`config.mk`:
```
export PLATFORM = sky130hd
export DESIGN_NAME = rational_sum_accumulator
export DESIGN_NICKNAME = d
export VERILOG_FILES = /design/src/rtl/rsa_pkg.sv /design/src/rtl/rsa_ctrl.sv /design/src/rtl/rsa_dp.sv /design/src/rtl/rational_sum_accumulator.sv
export SDC_FILE = /design/constraint.sdc
export NUM_CORES = 2
export LEC_CHECK = 0
export ABC_CLOCK_PERIOD_IN_PS = 11500
export BUFFER_PORTS_ARGS = -buffer_cell sky130_fd_sc_hd__buf_2
export CORE_ASPECT_RATIO = 1.2
export CORE_MARGIN = 2
export CORE_UTILIZATION = 55
export CTS_CLUSTER_SIZE = 8
export DETAILED_ROUTE_END_ITERATION = 10
export HOLD_SLACK_MARGIN = 0.12
export PLACE_DENSITY = 0.81
export SETUP_SLACK_MARGIN = 0.05
export SLEW_MARGIN = 20
export SYNTH_ARGS = -nofsm -noshare
export SYNTH_HDL_FRONTEND = slang
export SYNTH_HIERARCHICAL = 1
export SYNTH_SLANG_ARGS = --single-unit
```
`constraint.sdc`:
```
create_clock -name clock -period 11.5 [get_ports clock]
set_input_delay 2.3 -clock clock [delete_from_list [all_inputs] [get_ports clock]]
set_output_delay 2.3 -clock clock [all_outputs]
set_load 0.005 [all_outputs]
```
`src/rtl/rsa_pkg.sv`:
```
// Package for the rational sum accumulator: default widths, controller state
// type and the command and status structs between controller and datapath.
// Depends on nothing.
`timescale 1ns / 1ps

package rsa_pkg;

   localparam int TERM_WIDTH_DEFAULT = 32;
   localparam int SUM_WIDTH_DEFAULT  = 63;

   typedef enum logic [2:0] {
      ST_IDLE,
      ST_MUL,
      ST_CHECK,
      ST_GCD,
      ST_DIV,
      ST_COMMIT,
      ST_DONE
   } rsa_state_type;

   // Commands from the controller to the datapath.
   typedef struct packed {
      logic load;       // take the input word, apply restart
      logic mul_step;   // one shift-and-add step of the three products
      logic check;      // range check, then load the GCD and divider registers
      logic gcd_step;   // one binary GCD step
      logic div_step;   // one restoring division step on both parts
      logic commit;     // write the reduced sum into the accumulator
      logic out_load;   // load the result register
   } rsa_cmd_type;

   // Status from the datapath to the controller.
   typedef struct packed {
      logic term_den_zero;  // incoming term has a zero denominator
      logic fits;           // unreduced sum fits the accumulator width
      logic gcd_done;       // one GCD operand has reached zero
   } rsa_status_type;

endpackage

```
`src/rtl/rsa_ctrl.sv`:
```
// Controller of the rational sum accumulator: the sequencing state machine,
// the step counter and the result valid flag. Depends on rsa_pkg.
`timescale 1ns / 1ps

module rsa_ctrl #(
   parameter int TERM_WIDTH = rsa_pkg::TERM_WIDTH_DEFAULT,
   parameter int SUM_WIDTH  = rsa_pkg::SUM_WIDTH_DEFAULT
) (
   input  logic                 clock,
   input  logic                 reset,
   input  logic                 req_tvalid,
   output logic                 req_tready,
   output logic                 rsp_tvalid,
   input  logic                 rsp_tready,
   input  rsa_pkg::rsa_status_type status,
   output rsa_pkg::rsa_cmd_type    cmd
);

   localparam int CNT_MAX = (TERM_WIDTH > SUM_WIDTH) ? TERM_WIDTH : SUM_WIDTH;
   localparam int CW      = $clog2(CNT_MAX);

   rsa_pkg::rsa_state_type state_ff, state_in;
   logic [CW-1:0]          cnt_ff, cnt_in;
   logic                   rsp_valid_ff, rsp_valid_in;
   logic                   cnt_zero;
   logic                   out_free;

   assign cnt_zero = (cnt_ff == '0);
   assign out_free = !rsp_valid_ff || rsp_tready;

   // Next state.
   always_comb begin
      state_in = state_ff;
      unique case (state_ff)
         rsa_pkg::ST_IDLE: begin
            if (req_tvalid) begin
               state_in = status.term_den_zero ? rsa_pkg::ST_DONE : rsa_pkg::ST_MUL;
            end
         end
         rsa_pkg::ST_MUL: begin
            if (cnt_zero) state_in = rsa_pkg::ST_CHECK;
         end
         rsa_pkg::ST_CHECK: begin
            state_in = status.fits ? rsa_pkg::ST_GCD : rsa_pkg::ST_DONE;
         end
         rsa_pkg::ST_GCD: begin
            if (status.gcd_done) state_in = rsa_pkg::ST_DIV;
         end
         rsa_pkg::ST_DIV: begin
            if (cnt_zero) state_in = rsa_pkg::ST_COMMIT;
         end
         rsa_pkg::ST_COMMIT: begin
            state_in = rsa_pkg::ST_DONE;
         end
         rsa_pkg::ST_DONE: begin
            if (out_free) state_in = rsa_pkg::ST_IDLE;
         end
         default: begin
            state_in = rsa_pkg::ST_IDLE;
         end
      endcase
   end

   // Outputs.
   always_comb begin
      cmd        = '0;
      req_tready = 1'b0;
      unique case (state_ff)
         rsa_pkg::ST_IDLE: begin
            req_tready = 1'b1;
            cmd.load   = req_tvalid;
         end
         rsa_pkg::ST_MUL: begin
            cmd.mul_step = 1'b1;
         end
         rsa_pkg::ST_CHECK: begin
            cmd.check = 1'b1;
         end
         rsa_pkg::ST_GCD: begin
            cmd.gcd_step = !status.gcd_done;
         end
         rsa_pkg::ST_DIV: begin
            cmd.div_step = 1'b1;
         end
         rsa_pkg::ST_COMMIT: begin
            cmd.commit = 1'b1;
         end
         rsa_pkg::ST_DONE: begin
            cmd.out_load = out_free;
         end
         default: begin
            cmd = '0;
         end
      endcase
   end

   // The counter counts down the multiply steps, then the division steps.
   always_comb begin
      cnt_in = cnt_ff;
      if (state_ff == rsa_pkg::ST_IDLE) begin
         cnt_in = CW'(TERM_WIDTH - 1);
      end else if (state_ff == rsa_pkg::ST_GCD) begin
         cnt_in = CW'(SUM_WIDTH - 1);
      end else if ((state_ff == rsa_pkg::ST_MUL) || (state_ff == rsa_pkg::ST_DIV)) begin
         cnt_in = cnt_ff - 1'b1;
      end
   end

   always_comb begin
      rsp_valid_in = rsp_valid_ff;
      if (cmd.out_load) begin
         rsp_valid_in = 1'b1;
      end else if (rsp_tready) begin
         rsp_valid_in = 1'b0;
      end
   end

   always_ff @(posedge clock) begin
      if (reset) begin
         state_ff     <= rsa_pkg::ST_IDLE;
         cnt_ff       <= '0;
         rsp_valid_ff <= 1'b0;
      end else begin
         state_ff     <= state_in;
         cnt_ff       <= cnt_in;
         rsp_valid_ff <= rsp_valid_in;
      end
   end

   assign rsp_tvalid = rsp_valid_ff;

endmodule

```
`src/rtl/rsa_dp.sv`:
```
// Datapath of the rational sum accumulator: accumulator, shift-and-add
// multipliers, binary GCD, two restoring dividers and the result register.
// Depends on rsa_pkg; driven by rsa_ctrl.
`timescale 1ns / 1ps

module rsa_dp #(
   parameter int TERM_WIDTH = rsa_pkg::TERM_WIDTH_DEFAULT,
   parameter int SUM_WIDTH  = rsa_pkg::SUM_WIDTH_DEFAULT
) (
   input  logic                    clock,
   input  logic                    reset,
   input  logic                    in_restart,
   input  logic [TERM_WIDTH-1:0]   in_term_num,
   input  logic [TERM_WIDTH-1:0]   in_term_den,
   input  rsa_pkg::rsa_cmd_type    cmd,
   output rsa_pkg::rsa_status_type status,
   output logic [SUM_WIDTH-1:0]    out_sum_num,
   output logic [SUM_WIDTH-1:0]    out_sum_den,
   output logic                    out_overflow,
   output logic                    out_zero_den_error
);

   localparam int TW = TERM_WIDTH;
   localparam int SW = SUM_WIDTH;
   localparam int PW = SUM_WIDTH + TERM_WIDTH;

   logic [SW-1:0] acc_num_ff, acc_den_ff;
   logic          ovf_ff;
   logic [TW-1:0] tn_ff, td_ff;
   logic          zden_ff;
   logic [PW-1:0] p1_ff, p2_ff, pd_ff;
   logic [PW-1:0] p1_in, p2_in, pd_in;
   logic [SW:0]   nn_sum;
   logic [SW-1:0] a_ff, b_ff;
   logic [SW-1:0] qn_ff, qd_ff, rn_ff, rd_ff;
   logic [SW-1:0] divisor;
   logic [SW:0]   rn_sh, rd_sh;
   logic          rn_ge, rd_ge;
   logic [SW-1:0] a_minus_b, b_minus_a;
   logic [SW-1:0] res_num_ff, res_den_ff;
   logic          res_ovf_ff, res_zden_ff;

   // Products are built most significant term bit first: p = 2p + bit*acc.
   assign p1_in = {p1_ff[PW-2:0], 1'b0} + (td_ff[TW-1] ? {{TW{1'b0}}, acc_num_ff} : '0);
   assign p2_in = {p2_ff[PW-2:0], 1'b0} + (tn_ff[TW-1] ? {{TW{1'b0}}, acc_den_ff} : '0);
   assign pd_in = {pd_ff[PW-2:0], 1'b0} + (td_ff[TW-1] ? {{TW{1'b0}}, acc_den_ff} : '0);

   assign nn_sum = {1'b0, p1_ff[SW-1:0]} + {1'b0, p2_ff[SW-1:0]};

   assign status.term_den_zero = (in_term_den == '0);
   assign status.fits = ~|p1_ff[PW-1:SW] & ~|p2_ff[PW-1:SW] & ~|pd_ff[PW-1:SW]
                        & ~nn_sum[SW];
   assign status.gcd_done = (a_ff == '0) || (b_ff == '0);

   assign a_minus_b = a_ff - b_ff;
   assign b_minus_a = b_ff - a_ff;

   // When the GCD loop ends one operand is zero, so the OR is the odd part.
   assign divisor = a_ff | b_ff;
   assign rn_sh   = {rn_ff, qn_ff[SW-1]};
   assign rd_sh   = {rd_ff, qd_ff[SW-1]};
   assign rn_ge   = (rn_sh >= {1'b0, divisor});
   assign rd_ge   = (rd_sh >= {1'b0, divisor});

   // Accumulator and overflow flag carry reset values.
   always_ff @(posedge clock) begin
      if (reset) begin
         acc_num_ff <= '0;
         acc_den_ff <= {{(SW-1){1'b0}}, 1'b1};
         ovf_ff     <= 1'b0;
      end else begin
         if (cmd.load && in_restart) begin
            acc_num_ff <= '0;
            acc_den_ff <= {{(SW-1){1'b0}}, 1'b1};
            ovf_ff     <= 1'b0;
         end
         if (cmd.check && !status.fits) begin
            ovf_ff <= 1'b1;
         end
         if (cmd.commit) begin
            acc_num_ff <= qn_ff;
            acc_den_ff <= qd_ff;
         end
      end
   end

   // Working registers.
   always_ff @(posedge clock) begin
      if (cmd.load) begin
         tn_ff   <= in_term_num;
         td_ff   <= in_term_den;
         zden_ff <= (in_term_den == '0);
         p1_ff   <= '0;
         p2_ff   <= '0;
         pd_ff   <= '0;
      end
      if (cmd.mul_step) begin
         p1_ff <= p1_in;
         p2_ff <= p2_in;
         pd_ff <= pd_in;
         tn_ff <= {tn_ff[TW-2:0], 1'b0};
         td_ff <= {td_ff[TW-2:0], 1'b0};
      end
      if (cmd.check && status.fits) begin
         a_ff  <= pd_ff[SW-1:0];
         b_ff  <= nn_sum[SW-1:0];
         qd_ff <= pd_ff[SW-1:0];
         qn_ff <= nn_sum[SW-1:0];
         rn_ff <= '0;
         rd_ff <= '0;
      end
      if (cmd.gcd_step) begin
         if (!a_ff[0] && !b_ff[0]) begin
            // A common factor of two comes out of the dividends at once.
            a_ff  <= {1'b0, a_ff[SW-1:1]};
            b_ff  <= {1'b0, b_ff[SW-1:1]};
            qn_ff <= {1'b0, qn_ff[SW-1:1]};
            qd_ff <= {1'b0, qd_ff[SW-1:1]};
         end else if (!a_ff[0]) begin
            a_ff <= {1'b0, a_ff[SW-1:1]};
         end else if (!b_ff[0]) begin
            b_ff <= {1'b0, b_ff[SW-1:1]};
         end else if (a_ff >= b_ff) begin
            a_ff <= {1'b0, a_minus_b[SW-1:1]};
         end else begin
            b_ff <= {1'b0, b_minus_a[SW-1:1]};
         end
      end
      if (cmd.div_step) begin
         rn_ff <= rn_ge ? SW'(rn_sh - {1'b0, divisor}) : rn_sh[SW-1:0];
         rd_ff <= rd_ge ? SW'(rd_sh - {1'b0, divisor}) : rd_sh[SW-1:0];
         qn_ff <= {qn_ff[SW-2:0], rn_ge};
         qd_ff <= {qd_ff[SW-2:0], rd_ge};
      end
      if (cmd.out_load) begin
         res_num_ff  <= acc_num_ff;
         res_den_ff  <= acc_den_ff;
         res_ovf_ff  <= ovf_ff;
         res_zden_ff <= zden_ff;
      end
   end

   assign out_sum_num        = res_num_ff;
   assign out_sum_den        = res_den_ff;
   assign out_overflow       = res_ovf_ff;
   assign out_zero_den_error = res_zden_ff;

endmodule

```
`src/rtl/rational_sum_accumulator.sv`:
```
// Top level of the rational sum accumulator: stream ports, controller and
// datapath. Depends on rsa_pkg, rsa_ctrl and rsa_dp.
`timescale 1ns / 1ps

// The block keeps an exact fraction that starts at 0/1 and adds one rational
// term per input word, reducing the sum by its greatest common divisor.
// Input channel (req_): tdata carries the term numerator and denominator,
// tuser the restart flag, which clears the sum and the overflow flag to 0/1
// before the term is added. Result channel (rsp_): tdata carries the reduced
// numerator and denominator, tuser the sticky overflow flag and the flag for
// a term with a zero denominator, which is ignored.
// Exactly one result word follows every input word, in order.
// One word is worked on at a time. A term with a zero denominator goes from
// acceptance straight to the done state, which loads the result register
// once it is free. Any other term takes TERM_WIDTH multiply steps and one
// range check; if the sum fits, the binary GCD steps, a last pass through the
// GCD state to see the loop finish, SUM_WIDTH division steps and the commit
// state follow; the done state comes last. The shift-and-add multiplier and the
// restoring dividers work one bit a cycle.
// The result sits in an output register, so the next word is accepted while
// a result still waits; a stalled receiver holds the block only once the
// following result is ready. Reset clears the sum to 0/1, drops the overflow
// flag and empties the result register.

module rational_sum_accumulator #(
   parameter int TERM_WIDTH = rsa_pkg::TERM_WIDTH_DEFAULT,
   parameter int SUM_WIDTH  = rsa_pkg::SUM_WIDTH_DEFAULT
) (
   input  logic                                clock,
   input  logic                                reset,
   input  logic                                req_tvalid,
   output logic                                req_tready,
   // term_num, term_den, zero fill
   input  logic [((2*TERM_WIDTH+7)/8)*8-1:0]   req_tdata,
   // restart
   input  logic [0:0]                          req_tuser,
   output logic                                rsp_tvalid,
   input  logic                                rsp_tready,
   // sum_num, sum_den, zero fill
   output logic [((2*SUM_WIDTH+7)/8)*8-1:0]    rsp_tdata,
   // overflow, zero_den_error
   output logic [1:0]                          rsp_tuser
);

   localparam int RSP_DW = ((2*SUM_WIDTH+7)/8)*8;

   rsa_pkg::rsa_cmd_type    cmd;
   rsa_pkg::rsa_status_type status;
   logic [SUM_WIDTH-1:0]    sum_num, sum_den;
   logic                    overflow, zero_den_error;

   rsa_ctrl #(
      .TERM_WIDTH (TERM_WIDTH),
      .SUM_WIDTH  (SUM_WIDTH)
   ) u_ctrl (
      .clock      (clock),
      .reset      (reset),
      .req_tvalid (req_tvalid),
      .req_tready (req_tready),
      .rsp_tvalid (rsp_tvalid),
      .rsp_tready (rsp_tready),
      .status     (status),
      .cmd        (cmd)
   );

   rsa_dp #(
      .TERM_WIDTH (TERM_WIDTH),
      .SUM_WIDTH  (SUM_WIDTH)
   ) u_dp (
      .clock              (clock),
      .reset              (reset),
      .in_restart         (req_tuser[0]),
      .in_term_num        (req_tdata[TERM_WIDTH-1:0]),
      .in_term_den        (req_tdata[2*TERM_WIDTH-1:TERM_WIDTH]),
      .cmd                (cmd),
      .status             (status),
      .out_sum_num        (sum_num),
      .out_sum_den        (sum_den),
      .out_overflow       (overflow),
      .out_zero_den_error (zero_den_error)
   );

   // The fill bits above the two sum parts stay zero.
   always_comb begin
      rsp_tdata                  = {RSP_DW{1'b0}};
      rsp_tdata[2*SUM_WIDTH-1:0] = {sum_den, sum_num};
   end

   assign rsp_tuser = {zero_den_error, overflow};

endmodule

```
==> key figures <==
Floorplanning
  • Core outline area: 130000 um^2
  • Row count: 145
  • Die Height: 401 um
  • Die X: 335 um
  • Die area: 134000 um^2
  • Top Ports: 201
  • Initial core utilization: 55.5%

Yosys
  • Mux share of post-synthesis cell area: 2.46%
  • Synth Area in Adders: 10.0%
  • Number of flops mapped to enable cells by yosys: 602
  • Simple-gate share of the synthesized area: 17.7%
  • Synth async-reset ratio: 0%
  • Synthesized area per cell: 8.65 um^2
  • Prevailing post-synth register cell: edfxtp_1
  • Synthesis-stage register bit count: 993
  • Mapped Cells: 8358
  • Netlist cell types: 106
  • Post-synthesis sequential area ratio: 35.8%
  • Post-Synth XOR/XNOR Area: 5.78%
  • Largest family of logic cells by synthesized area: compound AO/OA/AOI/OAI gates
  • Synth warn: 6
  • Mapped cell area: 72300 um^2
  • Synth Area in Compound Gates: 23.7%

STA
  • Fmax: 168 MHz
  • Skew final: 44.6 ps
  • RSZ-0062 raised after global routing: no
  • Final worst path period share: 51.6%
  • Crit path time final: 5940 ps
  • Worst slew margin: 16.3%
  • Endpoints failing setup: 0
  • Worst slew pin tran: 1240 ps
  • Setup TNS Final: 0 ps
  • Final slew viol count: 0
  • Hold Vio Cnt, Final: 0

Critical path
  • Crit-path leading delay family: compound AO/OA/AOI/OAI gates
  • R2r setup slk: 5560 ps
  • CP Class: reg -> reg
  • WP buf/inv: 2
  • Setup crit end kind: flip-flop
  • Critical Path RT: 12140 ps
  • Critical path fanouts, max: 89
  • Reg-to-reg startpoint: u_dp/td_ff[31]
  • CP arrival: 6570 ps
  • CP most frequent cell: a21oi_1
  • Worst R2R End: u_dp/p1_ff[82]
  • Critical path's largest stage delay: 740 ps
  • Startpoint types: flip-flop
  • CP Cell Sequence: buf_4 -> buf_4 -> and2_1 -> ha_1 -> a211oi_1 -> o21ai_0 -> o2111ai_1 -> a21oi_1 -> o311ai_1 -> a21oi_1 -> nor2b_1 -> o31ai_4 -> a21oi_1 -> o21ai_0 -> a21oi_1
  • Crit-path slowest cell: a21oi_1
  • Worst r2r path cells: 15

Clocking
  • Clock Sinks: 993
  • Clock Latency Late Sink: 810 ps
  • Clock-pin slew on the worst setup and hold paths: 60 ps
  • Hold-fix buffers, CTS: 0
  • CTS Buffer Depth: 3
  • H-tree levels: 4
  • Clk root buf: clkbuf_16
  • CTS buffer count: 143
  • Post-CTS Setup Bufs: 0
  • TritonCTS clock tree: built
  • Post-cts sizing count: 0

Global route
  • First-pass GRT wire length: 369000 um
  • Antenna violations before repair: 6
  • Tot GR Track Use: 34.9%
  • Grt ovf: 0
  • Pin count of the biggest net entering global routing: 168
  • Vias in the first global route: 63600

Placed design
  • Final HPWL DP: 179000 um
  • GPL Wtd Cong: 1.07
  • # port buffers: 198

Layout
  • Synth-to-Final Area Change: 8.57%
  • Layout Nets: 8927
  • Layout cells sized above 1: 6.03%

Min path
  • Hold crit path type: reg -> reg
  • Hold Path Origin: u_dp/zden_ff
  • Hold EP: u_dp/out_zero_den_error
  • Hold depth: 0

Drt
  • Via density: 6.69
  • WL final: 243000 um
  • Iteration-0 DRC Markers: 9079
  • DRC errors left: 0
  • Routed len/inst: 24.1 um
  • TritonRoute pass-1 iters: 7
  • DRT antenna net count: 0
  • Vias: 67500

Status
  • Status: complete, no violations

Flow run
  • Maximum Capacitance Violations: 0

Power
  • Power Dens Cells: 212 nW/um^2
  • Maximum VDD drop: 0.374 mV
  • Power Total: 16.6 mW
  • Pleak: 30.7 nW
## layer usage
layer  up-vias  part of all wire, %  GRT usage [%]
li1      30700                    -              -
met1     32300                   40           46.1
met2      3791                   43           53.4
met3       707                  9.8           6.33
met4         2                  6.8           20.8
met5         -               0.0049              0
## worst max-delay path by stage
stage	depth (start not counted)	end	from	slack, ps
6_report	15	u_dp/p1_ff[82]	u_dp/td_ff[31]	5560
2_1_floorplan	3	u_dp/p1_ff[0]	req_tvalid	4060
4_1_cts	18	u_dp/rn_ff[24]	u_dp/a_ff[0]	5710
3_5_place_dp	15	u_dp/p1_ff[72]	u_dp/td_ff[31]	5780
5_1_grt	15	u_dp/p1_ff[82]	u_dp/td_ff[31]	5220
3_3_place_gp	12	u_dp/b_ff[49]	u_dp/b_ff[46]	5880
## worst register-to-register path: stages (launching register included)
cell and delay (ps):
edfxtp_1 310, buf_4 580, buf_4 660, and2_1 240
ha_1 260, a211oi_1 290, o21ai_0 160, o2111ai_1 180
a21oi_1 210, o311ai_1 730, a21oi_1 240, nor2b_1 570
o31ai_4 160, a21oi_1 740, o21ai_0 280, a21oi_1 170
## report_power, final
| part | switching (mW) | leakage (nW) | total (mW) | internal (mW) |
|---|---|---|---|---|
| Sequential | 1.04 | 9.25 | 6.14 | 5.10 |
| Combinational | 4.33 | 19.5 | 6.39 | 2.05 |
| Clock | 1.71 | 2.05 | 4.10 | 2.39 |
## sequential cells by signal, summed over array words and instances (netlist names), 3 cells and up
register / count
u_dp/p1_ff: 95
u_ctrl/cnt_ff: 6
u_dp/out_sum_den: 63
u_ctrl/state_ff: 3
u_dp/out_sum_num: 63
u_dp/tn_ff: 32
u_dp/a_ff: 63
u_dp/p2_ff: 95
u_dp/b_ff: 63
u_dp/acc_den_ff: 63
u_dp/qn_ff: 63
u_dp/acc_num_ff: 63
u_dp/rd_ff: 63
u_dp/pd_ff: 95
u_dp/td_ff: 32
u_dp/rn_ff: 63
u_dp/qd_ff: 63
## placed cells by master (no fill, tap or decap), types with 37 or more instances in the layout
cell / n
mux2i_1: 174
nand2_1: 595
a211oi_1: 90
clkbuf_1: 92
and3_1: 81
inv_1: 323
clkbuf_16: 144
nor2b_1: 64
nor3_1: 102
nand3_1: 152
a21o_1: 251
nor4_1: 112
dfxtp_1: 391
a21oi_1: 920
nor2_1: 767
o21ai_1: 92
o31ai_1: 63
xnor2_1: 331
a31oi_1: 73
o22ai_1: 54
or3_1: 158
edfxtp_1: 602
o21bai_1: 128
o221ai_1: 70
nand4_1: 146
nand2b_1: 73
and2_1: 234
ha_1: 565
o21ai_0: 410
o211ai_1: 37
buf_4: 53
a22o_1: 61
xor2_1: 146
o21a_1: 49
buf_2: 197
a22oi_1: 144
## per-stage QoR
| step | instances | cell area (um^2) | util, % | hold slack, ps | setup slack, ps |
|---|---|---|---|---|---|
| 6_report | 10100 | 78500 | 60.2 | 418 | 5560 |
| 5_1_grt | 10100 | 78500 | 60.2 | 441 | 5220 |
| 4_1_cts | 10100 | 78400 | 60.2 | 420 | 5710 |
| 3_5_place_dp | 9830 | 74100 | 56.9 | 408 | 5780 |
| 3_3_place_gp | 9830 | 74100 | 56.9 | 402 | 5880 |
| 2_1_floorplan | 8359 | 72300 | - | 400 | 4060 |
## final cells by class
cell class              instances  area, um^2
well taps                    1690        2110
fillers                     11000       51800
multi-input cells            6552       43400
diodes                          2        5.00
repair buffers                254        1460
flip-flops and latches        993       25900
clock buffers                 240        4000
clock inverters                15         318
inverters                     341        1290
## synthesized netlist by cell type, types with 115 or more instances
master	instances	area share (%)
xor2_1	146	1.8
nand3_1	152	1.1
a22oi_1	144	1.5
xnor2_1	331	4.0
or3_1	158	1.4
mux2i_1	174	2.4
nand4_1	146	1.3
dfxtp_1	391	11
nor2_1	772	4.0
inv_1	326	1.7
nand2_1	598	3.1
nor4_1	115	1.0
o21bai_1	128	1.3
o21ai_0	410	2.8
and2_1	234	2.0
a21o_1	251	2.6
edfxtp_1	602	25
clkbuf_1	371	1.9
a21oi_1	921	6.4
ha_1	565	9.8
## cell families after synthesis
group | after synthesis
AO/OA/AOI/OAI | 2703
adder cells (fa/ha/maj) | 573
AND/OR/NAND/NOR | 2620
other | 1
XOR/XNOR | 477
multiplexers | 177
flip-flops | 993
buffers and inverters | 814
Power figures use the tool's default switching activity.
